`src/iolh_pkg.sv`:
```
package iolh_pkg;

	localparam int US_BUCKETS = 16;
	localparam int MS_BUCKETS = 16;
	localparam int S_BUCKETS = 16;
	localparam int COUNT_WIDTH = 32;
	localparam int BUCKETS_PER_KIND = US_BUCKETS + MS_BUCKETS + S_BUCKETS;
	localparam int COUNTER_TOTAL = 4 * BUCKETS_PER_KIND;
	localparam int IDX_W = $clog2(COUNTER_TOTAL);
	localparam int BKT_W = 12;

	localparam logic [1:0] CMD_RECORD = 2'd0;
	localparam logic [1:0] CMD_READ = 2'd1;
	localparam logic [1:0] CMD_CLEAR = 2'd2;
	localparam logic [1:0] CMD_NONE = 2'd3;

	localparam logic [1:0] RANGE_US = 2'd0;
	localparam logic [1:0] RANGE_MS = 2'd1;
	localparam logic [1:0] RANGE_S = 2'd2;
	localparam logic [1:0] RANGE_NONE = 2'd3;

	localparam logic [1:0] REG_TIMER_MS = 2'd0;
	localparam logic [1:0] REG_US_GRAIN = 2'd1;
	localparam logic [1:0] REG_MS_GRAIN = 2'd2;
	localparam logic [1:0] REG_S_GRAIN = 2'd3;

	// Operation handed from the classifier to the counter store
	typedef struct packed {
		logic [1:0] op;
		logic counted;
		logic [1:0] hit_range;
		logic [3:0] hit_bucket;
		logic rd_ok;
		logic [IDX_W-1:0] idx_a;
		logic [IDX_W-1:0] idx_b;
	} op_t;

	function automatic logic [IDX_W-1:0] counter_index(logic soft_sel, logic wr,
			logic [1:0] rng, logic [BKT_W-1:0] bkt);
		int base;
		base = (rng == RANGE_US) ? 0 : (rng == RANGE_MS) ? US_BUCKETS : US_BUCKETS + MS_BUCKETS;
		return IDX_W'((int'({soft_sel, wr})) * BUCKETS_PER_KIND + base + int'(bkt));
	endfunction

	function automatic logic [BKT_W-1:0] range_last(logic [1:0] rng);
		case (rng)
			RANGE_US: return BKT_W'(US_BUCKETS - 1);
			RANGE_MS: return BKT_W'(MS_BUCKETS - 1);
			default: return BKT_W'(S_BUCKETS - 1);
		endcase
	endfunction

endpackage

```
`src/iolh_divider.sv`:
```
// Restoring divider, one quotient bit per cycle.
module iolh_divider (
	input logic clk,
	input logic arst_n,
	input logic start,
	input logic [31:0] dividend,
	input logic [15:0] divisor,
	output logic done,
	output logic [31:0] quotient
);
	logic [5:0] cnt_q;
	logic busy_q;
	logic [31:0] quo_q;
	logic [16:0] rem_q;
	logic [15:0] dvs_q;
	logic [16:0] trial;
	logic [16:0] shifted;

	assign shifted = {rem_q[15:0], quo_q[31]};
	assign trial = shifted - {1'b0, dvs_q};

	always_ff @(posedge clk or negedge arst_n) begin
		if (!arst_n) begin
			busy_q <= 1'b0;
			cnt_q <= '0;
			done <= 1'b0;
		end else begin
			done <= 1'b0;
			if (start) begin
				busy_q <= 1'b1;
				cnt_q <= '0;
			end else if (busy_q) begin
				cnt_q <= cnt_q + 6'd1;
				if (cnt_q == 6'd31) begin
					busy_q <= 1'b0;
					done <= 1'b1;
				end
			end
		end
	end

	// Shift in one dividend bit, subtract when it fits
	always_ff @(posedge clk) begin
		if (start) begin
			quo_q <= dividend;
			rem_q <= '0;
			dvs_q <= (divisor == '0) ? 16'd1 : divisor;
		end else if (busy_q) begin
			if (!trial[16]) begin
				rem_q <= trial;
				quo_q <= {quo_q[30:0], 1'b1};
			end else begin
				rem_q <= shifted;
				quo_q <= {quo_q[30:0], 1'b0};
			end
		end
	end

	assign quotient = quo_q;
endmodule

```
`src/iolh_front.sv`:
```
// Classify items: latency, range and bucket, counter addresses.
module iolh_front (
	input logic clk,
	input logic arst_n,
	input logic in_valid,
	output logic in_ready,
	input logic [1:0] cmd,
	input logic [31:0] start_time,
	input logic [31:0] end_time,
	input logic soft_path,
	input logic is_write,
	input logic [1:0] grain_select,
	input logic [3:0] bucket_select,
	input logic timer_in_ms,
	input logic [9:0] us_grain,
	input logic [9:0] ms_grain,
	input logic [15:0] s_grain,
	output logic op_valid,
	input logic op_ready,
	output iolh_pkg::op_t op
);
	typedef enum logic [2:0] {
		ST_IDLE, ST_SCALE, ST_R1, ST_R2, ST_DIV, ST_WAIT, ST_OUT
	} state_t;

	localparam int BKT_W_L = iolh_pkg::BKT_W;
	// ceil(2^37 / 125): exact floor division by 125 for any 30-bit value
	localparam logic [30:0] RECIP_125 = 31'd1099511628;

	state_t state_q;
	logic soft_q, wr_q;
	logic [1:0] rng_q;
	logic [41:0] lat_q;
	logic [31:0] val_q;
	logic div_start_q;
	logic div_done;
	logic [31:0] quo;
	logic [15:0] div_dvs;
	logic [31:0] lat_in;
	logic [31:0] r1_div;
	logic [31:0] r2_div;
	logic [BKT_W_L-1:0] bkt;
	iolh_pkg::op_t idle_op;

	// Divide by 1000 as a shift by 3 and a reciprocal multiply by 1/125
	function automatic logic [31:0] div1000(logic [32:0] x);
		logic [60:0] prod;
		prod = {31'd0, x[32:3]} * {30'd0, RECIP_125};
		return 32'(prod >> 37);
	endfunction

	iolh_divider u_div (
		.clk(clk), .arst_n(arst_n), .start(div_start_q),
		.dividend(val_q), .divisor(div_dvs), .done(div_done), .quotient(quo)
	);

	assign div_dvs = (rng_q == iolh_pkg::RANGE_US) ? {6'd0, us_grain} :
		(rng_q == iolh_pkg::RANGE_MS) ? {6'd0, ms_grain} : s_grain;

	assign lat_in = end_time - start_time;
	assign in_ready = (state_q == ST_IDLE);
	assign op_valid = (state_q == ST_OUT);

	// Round to whole milliseconds; a millisecond timer already gives them
	assign r1_div = timer_in_ms ? val_q : div1000({1'b0, val_q} + 33'd500);
	// Round milliseconds to whole seconds
	assign r2_div = div1000({1'b0, val_q} + 33'd500);

	// Clamp quotient to the range's last bucket
	always_comb begin
		if (quo > 32'(iolh_pkg::range_last(rng_q))) bkt = iolh_pkg::range_last(rng_q);
		else bkt = BKT_W_L'(quo);
	end

	// Build the operation for an incoming beat
	always_comb begin
		idle_op = '0;
		idle_op.op = cmd;
		if (cmd == iolh_pkg::CMD_RECORD) begin
			if (!(end_time > start_time)) idle_op.op = iolh_pkg::CMD_NONE;
		end else begin
			idle_op.rd_ok = (grain_select != iolh_pkg::RANGE_NONE) &&
				({8'd0, bucket_select} <= iolh_pkg::range_last(grain_select));
			idle_op.idx_a = iolh_pkg::counter_index(soft_path, 1'b0, grain_select,
				{8'd0, bucket_select});
			idle_op.idx_b = iolh_pkg::counter_index(soft_path, 1'b1, grain_select,
				{8'd0, bucket_select});
		end
	end

	always_ff @(posedge clk or negedge arst_n) begin
		if (!arst_n) begin
			state_q <= ST_IDLE;
			div_start_q <= 1'b0;
			op <= '0;
		end else begin
			div_start_q <= 1'b0;
			unique case (state_q)
				ST_IDLE: if (in_valid) begin
					soft_q <= soft_path;
					wr_q <= is_write;
					lat_q <= {10'd0, lat_in};
					val_q <= lat_in;
					op <= idle_op;
					if (cmd == iolh_pkg::CMD_RECORD && end_time > start_time)
						state_q <= ST_SCALE;
					else
						state_q <= ST_OUT;
				end
				ST_SCALE: begin
					if (timer_in_ms) lat_q <= lat_q * 42'd1000;
					state_q <= ST_R1;
				end
				ST_R1: begin
					if (lat_q < 42'd1000) begin
						rng_q <= iolh_pkg::RANGE_US;
						val_q <= lat_q[31:0];
						div_start_q <= 1'b1;
						state_q <= ST_WAIT;
					end else begin
						rng_q <= (lat_q < 42'd1000000) ? iolh_pkg::RANGE_MS : iolh_pkg::RANGE_S;
						val_q <= r1_div;
						state_q <= ST_R2;
					end
				end
				ST_R2: begin
					if (rng_q == iolh_pkg::RANGE_S) val_q <= r2_div;
					state_q <= ST_DIV;
				end
				ST_DIV: begin
					div_start_q <= 1'b1;
					state_q <= ST_WAIT;
				end
				ST_WAIT: if (div_done) begin
					op.counted <= 1'b1;
					op.hit_range <= rng_q;
					op.hit_bucket <= bkt[3:0];
					op.idx_a <= iolh_pkg::counter_index(soft_q, wr_q, rng_q, bkt);
					state_q <= ST_OUT;
				end
				ST_OUT: if (op_ready) state_q <= ST_IDLE;
				default: state_q <= ST_IDLE;
			endcase
		end
	end
endmodule

```
`config.mk`:
```
export PLATFORM = sky130hd
export DESIGN_NAME = iolh_front
export DESIGN_NICKNAME = d
export VERILOG_FILES = /design/src/iolh_pkg.sv /design/src/iolh_divider.sv /design/src/iolh_front.sv
export SDC_FILE = /design/constraint.sdc
export NUM_CORES = 2
export LEC_CHECK = 0
export BUFFER_PORTS_ARGS = -buffer_cell sky130_fd_sc_hd__buf_2
export CAP_MARGIN = 20
export CELL_PAD_IN_SITES_DETAIL_PLACEMENT = 1
export CELL_PAD_IN_SITES_GLOBAL_PLACEMENT = 2
export CORE_ASPECT_RATIO = 0.6
export CORE_UTILIZATION = 42
export DETAILED_ROUTE_END_ITERATION = 16
export PLACE_DENSITY_LB_ADDON = 0.2
export SETUP_SLACK_MARGIN = 0.15
export SLEW_MARGIN = 20
export SYNTH_ARGS = -nofsm -noshare
export SYNTH_HDL_FRONTEND = slang
export SYNTH_HIERARCHICAL = 1
export SYNTH_SLANG_ARGS = --single-unit
```
`constraint.sdc`:
```
create_clock -name clk -period 12 [get_ports clk]
set_clock_uncertainty 0.2 [all_clocks]
set_input_delay 1.2 -clock clk [delete_from_list [all_inputs] [get_ports clk]]
set_output_delay 1.2 -clock clk [all_outputs]
set_load 0.01 [all_outputs]
```
==> Word level (Yosys, flattened, before mapping) <==
Index checks and enable logic that the tools add are counted.
{ "classes": {"reduce_logical": 18, "mul": 5, "muxes": 45, "n_addsub": 10, "n_eq_ne": 17, "magnitude_cmp": 5} }
{ "ops": {"columns": ["cell", "n"], "rows": [
  ["$mux 32", 6],
  ["$pmux 32 s3", 1],
  ["$mux 42", 2],
  ["$pmux 42 s2", 1],
  ["$mul 30x29->59 const B", 1],
  ["$mux 16", 3],
  ["$lt 42x10->1 const B", 1],
  ["$lt 42x20->1 const B", 1],
  ["$mul 42x7->39 const B", 1],
  ["$mux 6", 6],
  ["$add 32x9->33 const B", 1],
  ["$gt 32x32->1", 1],
  ["$gt 32x4->1 const B", 1],
  ["$sub 32x32->32", 1],
  ["$add 8x6->8", 3],
  ["$mux 24", 1],
  ["$pmux 3 s7", 1],
  ["$mux 17", 1],
  ["$sub 17x16->17", 1],
  ["$logic_not 16->1", 1],
  ["$mux 8", 2],
  ["$pmux 8 s2", 1],
  ["$mux 3", 5],
  ["$pmux 7 s2", 1],
  ["other kinds (30)", 56]
]} }
{ "totals": {"word_cells": 120, "ff_bits": 180, "input_bits": 115} }

==> Longest topological paths before layout <==
{ "depth": {"ltp_word": 8, "ltp_mapped": 34} }

==> Modules after synthesis <==
The synthesis kept the hierarchy.
{ "modules_own_cells": {"columns": ["mod", "n_inst", "cells_each", "seq_area_each_um2", "area_per_inst_um2"], "rows": [
  ["iolh_front", 1, 2705, 3093.0, 26280.2],
  ["iolh_divider", 1, 346, 1961.9, 3768.6]
]} }

==> Least setup slack after synthesis <==
Ideal clock, no wire load.
{ "synth_timing": {"path_type": "reg-to-reg", "startpoint": "reg val_q[4]", "endpoint": "reg val_q[19] (data pin)", "path_stages_with_launch": 32, "slack_ns": 2.509, "required_ns": 11.539, "n_path_buf": 0, "arrival_ns": 9.030, "path_cell_list": "edfxtp_1 > or4_1 > or3_1 > and3_1 > nor2b_1 > and3_1 > xor2_1 > ha_1 > fa_1 > fa_1 > inv_1 > fa_1 > inv_1 > fa_1 > inv_1 > fa_1 > inv_1 > fa_1 > inv_1 > fa_1 > inv_1 > ha_1 > a21o_1 > o21bai_1 > a221oi_2 > o211ai_1 > a222oi_1 > nand2b_1 > a311o_1 > a21boi_2 > xnor2_1 > a221o_1"} }
{ "synth_between": {"elab_chain_len": 5} }
{ "synth_lines": {"columns": ["element", "line_no", "source"], "rows": [
  ["from (decl)", "iolh_front.sv:34", "logic [31:0] val_q;"],
  ["from (signal assigned)", "iolh_front.sv:103", "val_q <= lat_in;"],
  ["from (signal assigned)", "iolh_front.sv:117", "val_q <= lat_q[31:0];"],
  ["from (signal assigned)", "iolh_front.sv:122", "val_q <= r1_div;"],
  ["$add 32x9->33 *", "iolh_front.sv:65, iolh_front.sv:67", null],
  ["$mul 30x29->59 *", "iolh_front.sv:48", "prod = {31'd0, x[32:3]} * {30'd0, RECIP_125};"],
  ["$mux 32", "iolh_front.sv:65", "assign r1_div = timer_in_ms ? val_q : div1000({1'b0, val_q} + 33'd500);"],
  ["$mux 32", "iolh_front.sv:115", "if (lat_q < 42'd1000) begin"],
  ["$pmux 32 s3 *", "iolh_front.sv:98", "unique case (state_q)"]
]} }
Every way passes the cells marked *; elsewhere a longest branch is shown, timed or not. The select of a mux whose other input is x is not followed.
A chain may end at the register's enable or synchronous reset.

==> Worst setup path in the final report <==
{ "layout_timing": {"startpoint": "reg val_q[4]", "endpoint": "reg val_q[22] (data pin)"} }
The elaborated chain is that of the path after synthesis.

==> results.py <==
metrics = {
    "outcome": {
        "status": "completed",
    },
    "route": {
        "detailroute.wirelength.met3_mm": 6.877,
        "detailroute.via_count": 22850,
        "ant_nets": 0,
        "wl_met1_mm": 51.59,
        "firstDrtPassIters": 5,
        "top_layer_used": "met5",
        "drc": 0,
        "postRouteWirelength_mm": 96.34,
        "dr.first_iter.drc_count": 1539,
        "drt-wirelength-per-cell_um": 23.41,
        "dr_wl_met2_mm": 37.23,
        "post_drt_via_cell_ratio": 5.552,
    },
    "critical_path": {
        "critical_path.slowest_cell": "xor2_1",
        "worst_ep_arrival_time_ps": 10650,
        "timing.critical_path.mode_cell": "inv_1",
        "reg2reg_from": "val_q[4]",
        "worstSetupStartpoint": "val_q[4]",
        "critical_path_peak_fanout": 7,
        "crit_path_max_incr_delay_ps": 680,
        "critPathLaunchType": "flop",
        "path_class": "reg2reg",
        "worst_setup_path_end_kind": "flop",
        "category_of_cells_accounting_for_the_largest_share_of_critical_path_delay": "adder cells",
        "critical_path_required_ps": 11980,
        "critPathBufInv": 8,
    },
    "placement": {
        "portBuffers": 142,
        "detailed_place.area_um2": 31990,
        "gp_routability_congestion": 0.9789,
        "post-place-cells": 4084,
        "dp_hpwl_mm": 83.32,
    },
    "clock_tree": {
        "postCtsSetupBuffers": 0,
        "cts.repair.resized": 0,
        "clk_transition_reported_paths_ps": 80,
        "clkLatencyLatePin_ps": 470,
        "tritoncts_clock_tree": "built",
        "cts_inserted_buffers": 17,
        "clock_tree.buffer_depth": 2,
        "h-tree-depth": 4,
        "cts_hold_buffers": 0,
        "ctsRootBufferMaster": "clkbuf_16",
        "cts_sinks": 180,
    },
    "logic_synthesis": {
        "synthArstFlopShare_pct": 21.11,
        "proportion_of_synthesized_area_in_mux_cells_pct": 1.736,
        "post_synth_num_cell_types": 73,
        "synth_simple_gate_area_share_pct": 8.382,
        "top_area_cells_in_the_synthesized_netlist": "fa_1 28%, ha_1 21%, edfxtp_1 13%",
        "synth_flop_type": "edfxtp_1",
        "synth-edff-count": 126,
        "synth_largest_area_cell": "fa_1",
        "post_synthesis_share_of_cell_area_spent_on_xor_and_xnor_gates_pct": 4.197,
        "yosys.area_share.adder_pct": 48.75,
        "post-synth-top-area-fraction_pct": 27.51,
        "synth.cell_area_um2": 30050,
        "ys_seq_area_share_pct": 16.82,
        "synth_compound_area_share_pct": 11.45,
        "synthesis.instances": 3051,
        "synthesis.area_per_instance_um2": 9.849,
        "yosys_warnings": 6,
        "synth_top_family_by_area": "adder cells",
        "ys_seq_elements": 180,
    },
    "sta": {
        "final_min_period_over_clock_period_pct": 88.98,
        "max_slew.worst_pin.slew_ps": 1123,
        "setup_repair_after_global_routing_missed_its_margin": "false",
        "finalWorstPathRequiredPeriod_ps": 10680,
        "slew_headroom_pct": 24.85,
        "fmax_mhz": 93.65,
        "hold_viol": 0,
        "timing.hold.ws_ps": 283.6,
        "finalSetupViolations": 0,
        "report.final.slew_viol_count": 0,
        "tns_ps": 0,
    },
    "global_routing": {
        "grt_overflow_total": 0,
        "grt_max_degree": 68,
        "grt_first_pass_wirelength_mm": 150.0,
        "first_global_vias": 24430,
        "antenna_violations_before_repair": 2,
        "gr-usage-all-layers_pct": 27.35,
    },
    "die": {
        "chipWidth_um": 347.3,
        "floorplan.core_area_um2": 70290,
        "die_height_um": 209.2,
        "start_util_pct": 42.75,
        "row_count": 75,
        "floorplan.io_pins": 143,
        "area_of_the_die_um2": 72650,
    },
    "final_layout": {
        "fin_area_um2": 32590,
        "final-instance-count-excl-fill": 4116,
        "num-nets-final": 4217,
        "diodes_inserted": 0,
        "post_route_cells_drive_above_1_share_pct": 8.271,
        "area_growth_pct": 8.453,
    },
    "job": {
        "maxCapViolations": 0,
    },
    "min_path": {
        "hold_path.class": "reg2reg",
        "worst_hold_startpoint": "op[16]",
    },
}
[Yosys cell counts (all sizes together) (5+ instances only)]
cell and instances:
a211oi 17, a21o 63, a21oi 141, a221o 5
a22o 10, a22oi 14, a311oi 8, a31oi 19
a32oi 7, and2 18, and3 28, and4 6
buf 8, clkbuf 61, dfrtp 38, dfxtp 16
edfxtp 126, fa 413, ha 510, inv 620
mux2 33, mux2i 15, nand2 183, nand2b 17
nand3 45, nand4 19, nor2 123, nor2b 26
nor3 29, nor3b 6, nor4 19, o2111ai 7
o211ai 10, o21a 14, o21ai 123, o21bai 25
o221ai 6, o31a 5, o31ai 15, or2 6
or3 5, xnor2 88, xor2 56
[registers in the layout (all words and copies together) (netlist names)]
name,flops
u_div/rem_q,16
val_q,32
u_div/quotient,32
op,26
u_div/cnt_q,6
rng_q,2
u_div/dvs_q,16
soft_q,1
div_start_q,1
lat_q,42
state_q,3
u_div/busy_q,1
u_div/done,1
wr_q,1
[worst paths after layout]
| path | endpoint | slack (ps) | depth (start not counted) |
|---|---|---|---|
| setup reg to reg | val_q[22] | 1320 | 32 |
| min in group asynchronous | op[17] | 600 | 2 |
| setup / recovery | val_q[22] | 1320 | 32 |
| hold reg to reg | op[16] | 280 | 1 |
| hold / removal | op[16] | 280 | 1 |
| max in group asynchronous | div_start_q | 10560 | 2 |
[cells by family (layout without fill, tap and decap cells)]
logic type,count (synthesis),count (layout)
compound gates,531,531
xor+xnor,144,144
fa+ha+maj,923,923
buf+inv,689,829
flops,180,180
mux,48,48
other cells,2,3
simple gates,534,534
[through the flow]
step                      util (%)  setup slack (ps)
final                        46.37              1322
after global routing         46.37             809.3
after CTS                    46.36              1424
after detailed placement     45.52              1511
after global placement       45.47              1581
after floorplan                  -              2509
[metal layers]
metal	vias up	global-route usage, %
met2	570	36.61
li1	10410	-
met1	11820	45.37
met5	-	0
met4	4	2.746
met3	49	5.537
[cell usage in the layout (no fill, tap or decap), drive strengths merged, types with 14 or more instances in the layout]
cell,synthesis,routed
inv,620,625
nand4,19,19
nand2b,17,17
nor4,19,19
a21o,63,63
nor2,123,123
buf,8,177
o21ai,123,123
fa,413,413
xor2,56,56
dfrtp,38,38
nor3,29,29
nand2,183,183
mux2i,15,15
nand3,45,45
and3,28,28
ha,510,510
edfxtp,126,126
dfxtp,16,16
clkbuf,61,19
nor2b,26,26
o31ai,15,15
o21bai,25,25
mux2,33,33
a211oi,17,17
o21a,14,14
a22oi,14,14
a21oi,141,141
and2,18,18
xnor2,88,88
a31oi,19,19
[worst reg2reg max path: cells and delay by family, from the launching register on]
kind | cells | cell delay, ps
buffers and inverters | 8 | 1000
AND/OR/NAND/NOR | 5 | 1510
AO/OA/AOI/OAI | 9 | 2040
adder cells (fa/ha/maj) | 8 | 4030
flip-flops | 1 | 490
XOR/XNOR | 2 | 1130
[area by class of cell]
class	instances	area, um2
fill	7925	37700
multi-input combinational	2183	22470
sequential	180	5056
inverter	620	2327
tap	924	1156
timing repair buffer	177	993.5
clock buffer	19	442.9
clock inverter	13	143.9
Power is not shown: default switching activity piles up to over one toggle a cycle in this logic, so the estimate is an artifact.
